[config.mk]
export PLATFORM = sky130hd
export DESIGN_NAME = day_number_to_calendar_date
export DESIGN_NICKNAME = d
export VERILOG_FILES = /design/src/hdl/dn2cd_pkg.sv /design/src/hdl/day_number_to_calendar_date.sv
export SDC_FILE = /design/constraint.sdc
export NUM_CORES = 2
export LEC_CHECK = 0
export BUFFER_PORTS_ARGS = -buffer_cell sky130_fd_sc_hd__buf_2
export CORE_MARGIN = 1.5
export CORE_UTILIZATION = 59
export DETAILED_ROUTE_END_ITERATION = 12
export PLACE_DENSITY_LB_ADDON = 0.12
export RECOVER_POWER = 100
export SYNTH_ARGS = -nofsm -noshare
export SYNTH_HDL_FRONTEND = slang
export SYNTH_SLANG_ARGS = --single-unit
export TNS_END_PERCENT = 30
[constraint.sdc]
create_clock -name clk_i -period 6.8 [get_ports clk_i]
set_clock_uncertainty 0.1 [all_clocks]
set_input_delay 1.36 -clock clk_i [delete_from_list [all_inputs] [get_ports clk_i]]
set_output_delay 1.36 -clock clk_i [all_outputs]
set_load 0.05 [all_outputs]
[src/hdl/dn2cd_pkg.sv]
package dn2cd_pkg;

  typedef logic [1:0] status_t;

  localparam status_t ST_NORMAL  = 2'd0;
  localparam status_t ST_NEG_INF = 2'd1;
  localparam status_t ST_POS_INF = 2'd2;
  localparam status_t ST_RANGE   = 2'd3;

  localparam int unsigned InWidth    = 32;
  localparam int unsigned YearWidth  = 24;
  localparam int unsigned MonthWidth = 4;
  localparam int unsigned DayWidth   = 5;
  localparam int unsigned DataWidth  = 40;

  localparam logic [31:0] EPOCH_JDAY   = 32'd2451545;
  localparam logic [31:0] JD_BIAS      = 32'd32044;
  localparam logic [31:0] DAYS_400Y    = 32'd146097;
  localparam logic [31:0] DAYS_4Y      = 32'd1461;
  localparam logic [14:0] RECIP_400Y   = 15'd29398;
  localparam logic [21:0] RECIP_4Y     = 22'd2939744;
  localparam logic [23:0] YEAR_BIAS    = 24'd4800;
  localparam logic [11:0] MONTH_MUL    = 12'd2141;
  localparam logic [12:0] DAY_MUL      = 13'd7834;

endpackage

[src/hdl/day_number_to_calendar_date.sv]
// Converts a signed count of days since 2000-01-01 into a proleptic Gregorian
// calendar date. Each input word on the s_axis channel carries one day count.
// Each output word on the m_axis channel carries the year, month, day of
// month and a flag for years at or before 1 BC, and tuser gives the status:
// normal, minus infinity, plus infinity or out of range. For a status other
// than normal all date fields are zero.
// The pipeline has eleven register stages, 0 to 10, and a word accepted on
// s_axis passes through them in order and is presented on m_axis from stage
// 10. One word can be accepted every cycle while the output does not stall.
// The two constant divisions are done as reciprocal multiplications, each
// followed by a stage for the remainder and a stage for the single
// correction step, which sets the stage count.
// Reset clears all valid bits; the pipeline then stands empty and ready.
// When the receiver holds m_axis_tready low, each stage keeps its word until
// the stage after it frees up, so empty stages still fill and s_axis_tready
// drops only once every stage holds a word. Nothing is lost or repeated.
module day_number_to_calendar_date (
  input  logic        clk_i,
  input  logic        rst_ni,
  input  logic        s_axis_tvalid,
  output logic        s_axis_tready,
  input  logic [31:0] s_axis_tdata,   // [31:0] day_count
  output logic        m_axis_tvalid,
  input  logic        m_axis_tready,
  output logic [39:0] m_axis_tdata,   // [23:0] year, [27:24] month,
                                      // [32:28] day_of_month, [33] before_christ
  output logic [1:0]  m_axis_tuser    // [1:0] status
);

  localparam int unsigned NumStages = 11;

  logic [NumStages-1:0] valid_q;
  logic [NumStages-1:0] en;
  dn2cd_pkg::status_t   stat_q [NumStages];

  always_comb begin
    en[NumStages-1] = !valid_q[NumStages-1] || m_axis_tready;
    for (int i = NumStages - 2; i >= 0; i--) begin
      en[i] = !valid_q[i] || en[i+1];
    end
  end

  assign s_axis_tready = en[0];

  always_ff @(posedge clk_i or negedge rst_ni) begin
    if (!rst_ni) begin
      valid_q <= '0;
    end else begin
      if (en[0]) begin
        valid_q[0] <= s_axis_tvalid;
      end
      for (int i = 1; i < NumStages; i++) begin
        if (en[i]) begin
          valid_q[i] <= valid_q[i-1];
        end
      end
    end
  end

  // Stage 0: epoch offset and classification.
  logic [32:0]        jday;
  dn2cd_pkg::status_t stat0_d;
  logic [31:0]        s0_acc_d, s0_acc_q;

  assign jday = {s_axis_tdata[31], s_axis_tdata} + {1'b0, dn2cd_pkg::EPOCH_JDAY};

  always_comb begin
    if (s_axis_tdata == 32'h8000_0000) begin
      stat0_d = dn2cd_pkg::ST_NEG_INF;
    end else if (s_axis_tdata == 32'h7FFF_FFFF) begin
      stat0_d = dn2cd_pkg::ST_POS_INF;
    end else if (jday[32] || jday[31]) begin
      stat0_d = dn2cd_pkg::ST_RANGE;
    end else begin
      stat0_d = dn2cd_pkg::ST_NORMAL;
    end
  end

  assign s0_acc_d = jday[31:0] + dn2cd_pkg::JD_BIAS;

  always_ff @(posedge clk_i) begin
    if (en[0]) begin
      s0_acc_q <= s0_acc_d;
    end
  end

  always_ff @(posedge clk_i) begin
    if (en[0]) begin
      stat_q[0] <= stat0_d;
    end
    for (int i = 1; i < NumStages; i++) begin
      if (en[i]) begin
        stat_q[i] <= stat_q[i-1];
      end
    end
  end

  // Stage 1: estimate of the 400-year group.
  logic [46:0] prod1;
  logic [31:0] s1_acc_q;
  logic [13:0] s1_qe_d, s1_qe_q;

  assign prod1   = 47'(s0_acc_q) * 47'(dn2cd_pkg::RECIP_400Y);
  assign s1_qe_d = prod1[45:32];

  always_ff @(posedge clk_i) begin
    if (en[1]) begin
      s1_acc_q <= s0_acc_q;
      s1_qe_q  <= s1_qe_d;
    end
  end

  // Stage 2: remainder of the estimate.
  logic [31:0] sub1;
  logic [31:0] s2_acc_q;
  logic [13:0] s2_qe_q;
  logic [18:0] s2_rem_d, s2_rem_q;

  assign sub1     = s1_acc_q - 32'(s1_qe_q) * dn2cd_pkg::DAYS_400Y;
  assign s2_rem_d = sub1[18:0];

  always_ff @(posedge clk_i) begin
    if (en[2]) begin
      s2_acc_q <= s1_acc_q;
      s2_qe_q  <= s1_qe_q;
      s2_rem_q <= s2_rem_d;
    end
  end

  // Stage 3: correction of the 400-year quotient.
  logic        fix1;
  logic [31:0] s3_acc_q;
  logic [13:0] s3_grp_d, s3_grp_q;
  logic [17:0] s3_rem_d, s3_rem_q;
  logic [18:0] rem1_adj;

  assign fix1     = s2_rem_q >= dn2cd_pkg::DAYS_400Y[18:0];
  assign rem1_adj = s2_rem_q - dn2cd_pkg::DAYS_400Y[18:0];
  assign s3_grp_d = fix1 ? s2_qe_q + 14'd1 : s2_qe_q;
  assign s3_rem_d = fix1 ? rem1_adj[17:0] : s2_rem_q[17:0];

  always_ff @(posedge clk_i) begin
    if (en[3]) begin
      s3_acc_q <= s2_acc_q;
    end
  end

  always_ff @(posedge clk_i) begin
    if (en[3]) begin
      s3_grp_q <= s3_grp_d;
      s3_rem_q <= s3_rem_d;
    end
  end

  // Stage 4: century adjustment of the day count.
  logic [19:0] rem4;
  logic [1:0]  cent;
  logic [31:0] s4_acc_d, s4_acc_q;

  assign rem4 = {s3_rem_q, 2'b11};

  always_comb begin
    if (rem4 >= 20'(3 * dn2cd_pkg::DAYS_400Y)) begin
      cent = 2'd3;
    end else if (rem4 >= 20'(2 * dn2cd_pkg::DAYS_400Y)) begin
      cent = 2'd2;
    end else if (rem4 >= 20'(dn2cd_pkg::DAYS_400Y)) begin
      cent = 2'd1;
    end else begin
      cent = 2'd0;
    end
  end

  assign s4_acc_d = s3_acc_q + 32'd60 + 32'({s3_grp_q, 1'b0}) + 32'(s3_grp_q) + 32'(cent);

  always_ff @(posedge clk_i) begin
    if (en[4]) begin
      s4_acc_q <= s4_acc_d;
    end
  end

  // Stage 5: estimate of the 4-year group.
  logic [53:0] prod2;
  logic [31:0] s5_acc_q;
  logic [20:0] s5_qe_d, s5_qe_q;

  assign prod2   = 54'(s4_acc_q) * 54'(dn2cd_pkg::RECIP_4Y);
  assign s5_qe_d = prod2[52:32];

  always_ff @(posedge clk_i) begin
    if (en[5]) begin
      s5_acc_q <= s4_acc_q;
      s5_qe_q  <= s5_qe_d;
    end
  end

  // Stage 6: remainder of the estimate.
  logic [31:0] sub2;
  logic [20:0] s6_qe_q;
  logic [11:0] s6_rem_d, s6_rem_q;

  assign sub2     = s5_acc_q - 32'(s5_qe_q) * dn2cd_pkg::DAYS_4Y;
  assign s6_rem_d = sub2[11:0];

  always_ff @(posedge clk_i) begin
    if (en[6]) begin
      s6_qe_q  <= s5_qe_q;
      s6_rem_q <= s6_rem_d;
    end
  end

  // Stage 7: correction of the 4-year quotient.
  logic        fix2;
  logic [11:0] rem2_adj;
  logic [20:0] s7_grp_d, s7_grp_q;
  logic [10:0] s7_rem_d, s7_rem_q;

  assign fix2     = s6_rem_q >= dn2cd_pkg::DAYS_4Y[11:0];
  assign rem2_adj = s6_rem_q - dn2cd_pkg::DAYS_4Y[11:0];
  assign s7_grp_d = fix2 ? s6_qe_q + 21'd1 : s6_qe_q;
  assign s7_rem_d = fix2 ? rem2_adj[10:0] : s6_rem_q[10:0];

  always_ff @(posedge clk_i) begin
    if (en[7]) begin
      s7_grp_q <= s7_grp_d;
      s7_rem_q <= s7_rem_d;
    end
  end

  // Stage 8: year within the group and shifted day of year.
  logic [1:0]  yy;
  logic [10:0] vsum;
  logic [10:0] vmod;
  logic [8:0]  s8_doy_d, s8_doy_q;
  logic [23:0] s8_year_d, s8_year_q;

  always_comb begin
    if (s7_rem_q >= 11'd1096) begin
      yy = 2'd3;
    end else if (s7_rem_q >= 11'd731) begin
      yy = 2'd2;
    end else if (s7_rem_q >= 11'd366) begin
      yy = 2'd1;
    end else begin
      yy = 2'd0;
    end
    if (yy != 2'd0) begin
      vsum = s7_rem_q + 11'd305;
      if (vsum >= 11'd1460) begin
        vmod = vsum - 11'd1460;
      end else if (vsum >= 11'd1095) begin
        vmod = vsum - 11'd1095;
      end else if (vsum >= 11'd730) begin
        vmod = vsum - 11'd730;
      end else if (vsum >= 11'd365) begin
        vmod = vsum - 11'd365;
      end else begin
        vmod = vsum;
      end
    end else begin
      vsum = s7_rem_q + 11'd306;
      vmod = (vsum >= 11'd366) ? vsum - 11'd366 : vsum;
    end
  end

  assign s8_doy_d  = vmod[8:0] + 9'd123;
  assign s8_year_d = {1'b0, s7_grp_q, yy} - dn2cd_pkg::YEAR_BIAS;

  always_ff @(posedge clk_i) begin
    if (en[8]) begin
      s8_doy_q  <= s8_doy_d;
      s8_year_q <= s8_year_d;
    end
  end

  // Stage 9: month index.
  logic [20:0] prod3;
  logic [3:0]  s9_mq_d, s9_mq_q;
  logic [8:0]  s9_doy_q;
  logic [23:0] s9_year_q;

  assign prod3   = 21'(s8_doy_q) * 21'(dn2cd_pkg::MONTH_MUL);
  assign s9_mq_d = prod3[19:16];

  always_ff @(posedge clk_i) begin
    if (en[9]) begin
      s9_mq_q   <= s9_mq_d;
      s9_doy_q  <= s8_doy_q;
      s9_year_q <= s8_year_q;
    end
  end

  // Stage 10: day, month and output word.
  logic [16:0] prod4;
  logic [8:0]  day_full;
  logic [4:0]  mq10;
  logic [4:0]  mon_full;
  logic        normal;
  logic [23:0] s10_year_d, s10_year_q;
  logic [3:0]  s10_month_d, s10_month_q;
  logic [4:0]  s10_day_d, s10_day_q;
  logic        s10_bc_d, s10_bc_q;

  assign prod4    = 17'(s9_mq_q) * 17'(dn2cd_pkg::DAY_MUL);
  assign day_full = s9_doy_q - prod4[16:8];
  assign mq10     = 5'(s9_mq_q) + 5'd10;

  always_comb begin
    if (mq10 >= 5'd24) begin
      mon_full = mq10 - 5'd23;
    end else if (mq10 >= 5'd12) begin
      mon_full = mq10 - 5'd11;
    end else begin
      mon_full = mq10 + 5'd1;
    end
  end

  assign normal      = stat_q[9] == dn2cd_pkg::ST_NORMAL;
  assign s10_year_d  = normal ? s9_year_q : '0;
  assign s10_month_d = normal ? mon_full[3:0] : '0;
  assign s10_day_d   = normal ? day_full[4:0] : '0;
  assign s10_bc_d    = normal && (s9_year_q[23] || s9_year_q == '0);

  always_ff @(posedge clk_i) begin
    if (en[10]) begin
      s10_year_q  <= s10_year_d;
      s10_month_q <= s10_month_d;
      s10_day_q   <= s10_day_d;
      s10_bc_q    <= s10_bc_d;
    end
  end

  assign m_axis_tvalid = valid_q[NumStages-1];
  assign m_axis_tdata  = {6'd0, s10_bc_q, s10_day_q, s10_month_q, s10_year_q};
  assign m_axis_tuser  = stat_q[NumStages-1];

endmodule

# After elaboration in Yosys (flattened, before gate mapping)
# Memories as Yosys holds them, arrays and structs flattened.
# Cells that the tools add are included.
# op_classes
n_mul	6
order_cmp	15
n_addsub	26
n_reduce_logical	28
n_mux	43
shifts	0
bitwise_logic	0
n_eq_ne	2
div	0
# op_table
cell	count
9-bit 2-to-1 mux	6
32-bit by 17-bit multiplier with 48-bit output (second input constant)	1
32-bit by 14-bit multiplier with 45-bit output (second input constant)	1
20-bit by 19-bit >= comparator with 1-bit output (second input constant)	2
32-bit by 23-bit adder with 33-bit output (second input constant)	1
11-bit >= comparator (second input constant)	3
11-bit by 9-bit >= comparator with 1-bit output (second input constant)	3
32-bit by 14-bit adder with 32-bit output	1
32-bit by 15-bit adder with 32-bit output	1
32-bit by 15-bit adder with 32-bit output (second input constant)	1
32-bit by 2-bit adder with 32-bit output	1
32-bit by 6-bit adder with 32-bit output (second input constant)	1
32-bit by 31-bit == test with 1-bit output (second input constant)	1
32-bit == test (second input constant)	1
9-bit subtractor (second input constant)	3
24-bit zero test	1
1-bit 2-to-1 mux	24
23-bit by 13-bit subtractor with 24-bit output (second input constant)	1
11-bit by 9-bit adder with 11-bit output (second input constant)	2
11-bit by 10-bit >= comparator with 1-bit output (second input constant)	2
21-bit by 1-bit adder with 21-bit output (second input constant)	1
21-bit by 11-bit multiplier with 12-bit output (second input constant)	1
21-bit 2-to-1 mux	1
20-bit by 18-bit >= comparator with 1-bit output (second input constant)	1
30 further kinds	59
# totals
n_memories	1
wordCells	157
ff_bits	448
latchBits	0
output_inout_bits	44
input_bits	36
rom_bits	0
mem_bits_rw	22
# mem_list
memory	words	word_bits	rd	rd_clocked_by_memory_dff	wr	line	text
stat_q	11	2	11	0	11	day_number_to_calendar_date.sv:34	dn2cd_pkg::status_t stat_q [NumStages];

# Longest topological paths before layout
# depth
word_depth	14
mapped_depth	23
depth_no_buf	23

# Worst setup path before layout
# OpenSTA, ideal clock, no wires.
# synth_path
path_type	input port to output port
start	in m_axis_tready
end	out s_axis_tready
t_required_ns	5.340
setup_slack_ns	-0.505
path_buffers	0
arrival_ns	5.845
path_stages	6
path_cell_list	nand2b_1 nor2_1 and3_1 nand4_1 nor2_1 nand4_1
# synth_between
elab_chain_cells	11
# synth_lines
item	line	text
start: declaration	day_number_to_calendar_date.sv:24	input logic m_axis_tready,
1-bit logical OR	day_number_to_calendar_date.sv:37	en[NumStages-1] = !valid_q[NumStages-1] || m_axis_tready;
1-bit logical OR (6 in a row)	day_number_to_calendar_date.sv:39	en[i] = !valid_q[i] || en[i+1];
named net en[4]	day_number_to_calendar_date.sv:33	logic [NumStages-1:0] en;
1-bit logical OR (4 in a row)	day_number_to_calendar_date.sv:39	
end: declaration	day_number_to_calendar_date.sv:21	output logic s_axis_tready,
# The timed path passes the listed nets, and every way through them passes these cells.

# Final worst setup path
# layout_path
start	reg s4_acc_q[19]
end	reg s5_qe_q[20] (data pin)
# layout_between
elab_chain_cells	1
# layout_lines
item	line	text
start: declaration	day_number_to_calendar_date.sv:158	logic [31:0] s4_acc_d, s4_acc_q;
start signal: assignment	day_number_to_calendar_date.sv:178	s4_acc_q <= s4_acc_d;
32-bit by 17-bit multiplier with 48-bit output	day_number_to_calendar_date.sv:187	assign prod2 = 54'(s4_acc_q) * 54'(dn2cd_pkg::RECIP_4Y);
named net prod2[52]	day_number_to_calendar_date.sv:183	logic [53:0] prod2;
end signal: assignment	day_number_to_calendar_date.sv:193	s5_qe_q <= s5_qe_d;
end: declaration	day_number_to_calendar_date.sv:185	logic [20:0] s5_qe_d, s5_qe_q;
# The timed path passes the listed nets, and every way through them passes these cells.
# A chain may end at the register's enable or synchronous reset.

==> reports/results.ini <==
[outcome]
status = finished with violations
violated_checks = max-capacitance violations, max-slew violations

[sta]
fin_ws_ns = 0.303
relSlewSlack_pct = -89.4
drv_slew = 407
max_slew.worst_pin.slew_ns = 2.84
finalWorstPathRequiredPeriod_ns = 6.50
setup_viol = 0
final_min_period_over_clock_period_pct = 95.5
max_freq_mhz = 154
final_hold_violations = 0

[critical_path]
worst_setup_path_startpoint = s4_acc_q[19]
timing.rr.start = s4_acc_q[19]
critPathRequiredTime_ns = 7.07
critical_path.max_fanout = 5
critical_path_class = flop to flop
crit_path_arrival_time_ns = 6.76
cp-end-kind = flop
worst_setup_path_start_kind = flop
r2r_setup_slack_ns = 0.30

[detailed_routing]
ant_nets = 0
wl_per_cell_microns = 17.8
detailroute.via_count = 27300
vias_per_cell = 5.29
detail_route.wirelength_microns = 92000
final_routed_drc_violation_total = 0
drt_first_iter_violations = 1521
firstDrtPassIters = 6

[clocking]
holdBufCountCts = 0
clockRootBuffer = sky130_fd_sc_hd__clkbuf_16
tritoncts_num_sinks = 468
path_clk_slew_ns = 0.07
htree_levels = 2
clock_path_buffers = 3
clock_insertion_delay_worst_skew_ns = 0.63
cts_tree = done
cts_inserted_buffers = 53

[logic_synthesis]
ys.warnings.count = 0
synthesis.instances = 3958
dominantRegCellSynth = sky130_fd_sc_hd__edfxtp_1
synth_largest_area_cell = sky130_fd_sc_hd__edfxtp_1
synth.cell_area_sq_um = 45600
netlist_top_cells_count = sky130_fd_sc_hd__inv_1 (940), sky130_fd_sc_hd__ha_1 (632), sky130_fd_sc_hd__fa_1 (570)
post_synth.cell_area_avg_sq_um = 11.5
synth_top_area_share_pct = 30.1
async_flop_share_pct = 2.35
synth_area_leaders = sky130_fd_sc_hd__edfxtp_1 (30%), sky130_fd_sc_hd__fa_1 (25%), sky130_fd_sc_hd__ha_1 (17%)
synth.yosys.seq_area_share_pct = 30.7
netlist-cell-type-count = 101
synth-seq-cells = 468
number_of_enable_flip_flop_cells_after_synthesis = 457
yosys.cell_count.top_type = sky130_fd_sc_hd__inv_1

[grt]
first_pass_grt_wire_length_microns = 150000
grt_util_all_layers_pct = 24.4
largest_net_degree_at_the_start_of_global_routing = 65
vias_in_the_first_global_route = 28600
antenna_found_initial = 0
grt_overflow_total = 0

[floorplanning]
ioPinCount = 80
start_util_pct = 59.9
floorplan.die.width_microns = 281
coreArea_sq_um = 76200
floorplan.die.height_microns = 281
rows = 101
die-area_sq_um = 79000

[run]
max_cap_violations = 10

[placed_design]
port_buffers = 73
placement.cell_area_sq_um = 47500
placer_congestion = 0.888
hpwlAfterDp_microns = 77700
dpl_worst_slack_ns = 0.0743

[layout]
antenna_cells = 0
finish.instance_area_sq_um = 49000
fraction_of_layout_instances_using_a_drive_strength_above_1_pct = 4.78
syn2layout_area_growth_pct = 7.34
multiInputGateArea_sq_um = 27900
fill_cells = 6113
layout.area.seq_sq_um = 14000
final_nets = 5339

[min_path]
hold_crit_path_type = flop to flop
min_from = s2_acc_q[30]

==> metal layers <==
| metal | share of wire (%) | vias to the layer above | global-route usage (%) |
|---|---|---|---|
| li1 | - | 13300 | - |
| met1 | 44 | 13500 | 32.6 |
| met2 | 51 | 464 | 42.9 |
| met3 | 3.4 | 108 | 2.47 |
| met4 | 2.3 | 0 | 5.70 |
| met5 | 0 | - | 0 |
==> per-stage QoR <==
| stage | TNS [ns] | hold slack (ns) | utilization, % | std cells |
|---|---|---|---|---|
| after global routing | -0.0167 | 0.323 | 64.3 | 5173 |
| after CTS | 0 | 0.309 | 64.5 | 5168 |
| final | 0 | 0.305 | 64.3 | 5173 |
| after global placement | 0 | 0.301 | 62.3 | 5071 |
| after floorplan | 0 | 0.300 | - | 3963 |
| after detailed placement | 0 | 0.305 | 62.3 | 5071 |
==> cell usage in the layout (no fill, tap or decap), types with 13 or more instances in the layout <==
cell	synthesis	layout
sky130_fd_sc_hd__clkbuf_16	0	53
sky130_fd_sc_hd__buf_4	13	27
sky130_fd_sc_hd__edfxtp_1	457	457
sky130_fd_sc_hd__or3_1	13	13
sky130_fd_sc_hd__nand4_1	25	25
sky130_fd_sc_hd__a21oi_1	99	99
sky130_fd_sc_hd__inv_1	940	938
sky130_fd_sc_hd__a21o_1	43	43
sky130_fd_sc_hd__xor2_1	82	82
sky130_fd_sc_hd__and2_1	36	22
sky130_fd_sc_hd__and2_0	0	14
sky130_fd_sc_hd__ha_1	632	631
sky130_fd_sc_hd__nand3_1	56	55
sky130_fd_sc_hd__nand2b_1	27	27
sky130_fd_sc_hd__buf_2	10	33
sky130_fd_sc_hd__clkbuf_1	24	78
sky130_fd_sc_hd__fa_1	570	570
sky130_fd_sc_hd__nor3_1	40	42
sky130_fd_sc_hd__nor4_1	25	25
sky130_fd_sc_hd__a31oi_1	21	19
sky130_fd_sc_hd__nor2b_1	18	18
sky130_fd_sc_hd__o21bai_1	13	13
sky130_fd_sc_hd__nand2_1	128	128
sky130_fd_sc_hd__o21ai_0	67	67
sky130_fd_sc_hd__xnor2_1	208	208
sky130_fd_sc_hd__and3_1	20	20
sky130_fd_sc_hd__a211oi_1	17	17
sky130_fd_sc_hd__o21a_1	27	27
sky130_fd_sc_hd__nor2_1	139	139
==> critical path, cell delays in order (launching register included) <==
cell and delay (ns):
sky130_fd_sc_hd__edfxtp_1 0.45, sky130_fd_sc_hd__ha_1 0.40, sky130_fd_sc_hd__fa_1 0.55, sky130_fd_sc_hd__inv_1 0.05
sky130_fd_sc_hd__fa_1 0.55, sky130_fd_sc_hd__fa_1 0.47, sky130_fd_sc_hd__fa_1 0.52, sky130_fd_sc_hd__fa_1 0.54
sky130_fd_sc_hd__inv_1 0.04, sky130_fd_sc_hd__ha_1 0.30, sky130_fd_sc_hd__a2111oi_0 0.37, sky130_fd_sc_hd__o21ai_0 0.15
sky130_fd_sc_hd__o21a_1 0.18, sky130_fd_sc_hd__nor4_2 0.30, sky130_fd_sc_hd__nor3b_1 0.09, sky130_fd_sc_hd__nor2_1 0.20
sky130_fd_sc_hd__a31oi_2 0.19, sky130_fd_sc_hd__a31oi_2 0.26, sky130_fd_sc_hd__nor3b_1 0.12, sky130_fd_sc_hd__o41ai_2 0.35
sky130_fd_sc_hd__xnor2_1 0.10
==> final timing paths <==
kind | endpoint | cells past startpoint
worst max register to register | s5_qe_q[20] | 20
worst min register to register | s3_acc_q[30] | 0
worst min-delay path | s3_acc_q[30] | 0
max in group asynchronous | valid_q[9] | 1
worst max-delay path | s5_qe_q[20] | 20
min in group asynchronous | valid_q[8] | 1
==> final cells by class <==
| class | instances | share of cell area, % |
|---|---|---|
| inverter | 942 | 7.23 |
| sequential | 468 | 28.6 |
| clock inverter | 38 | 0.618 |
| tap | 1030 | 2.63 |
| timing repair buffer | 135 | 1.34 |
| multi-input combinational | 2501 | 56.9 |
| clock buffer | 59 | 2.75 |
==> state kept, by name (all words and copies together) (netlist names), 9 cells and up <==
name	flops
s0_acc_q	32
s10_year_q	24
s1_acc_q	32
s1_qe_q	14
s2_acc_q	32
s2_qe_q	14
s2_rem_q	19
s3_acc_q	32
s3_grp_q	14
s3_rem_q	16
s4_acc_q	32
s5_acc_q	12
s5_qe_q	21
s6_qe_q	21
s6_rem_q	12
s7_grp_q	21
s7_rem_q	11
s8_doy_q	9
s8_year_q	24
s9_year_q	24
stat_q	22
valid_q	11
==> what timing repair did <==
item / 4_1_cts / 5_1_grt
endpoints found under the setup margin: 0 / 6
setup buffers: 0 / 5
resized for setup: 0 / 9
endpoints found under the hold margin: 0 / 0
==> cell families after synthesis <==
logic type,count (synthesis),share of synthesized area [%]
DFF,468,30.7
adders and majority gates,1202,42.3
xor gates and xnor gates,291,5.60
other,1,0.00822
AOI/OAI and AO/OA,420,6.54
buffers and inverters,994,8.34
muxes,6,0.143
and+or+nand+nor,576,6.36
Power is left out: the tool's default activity adds up to more than one toggle a clock period on the data nets, which glitch-free logic cannot reach.
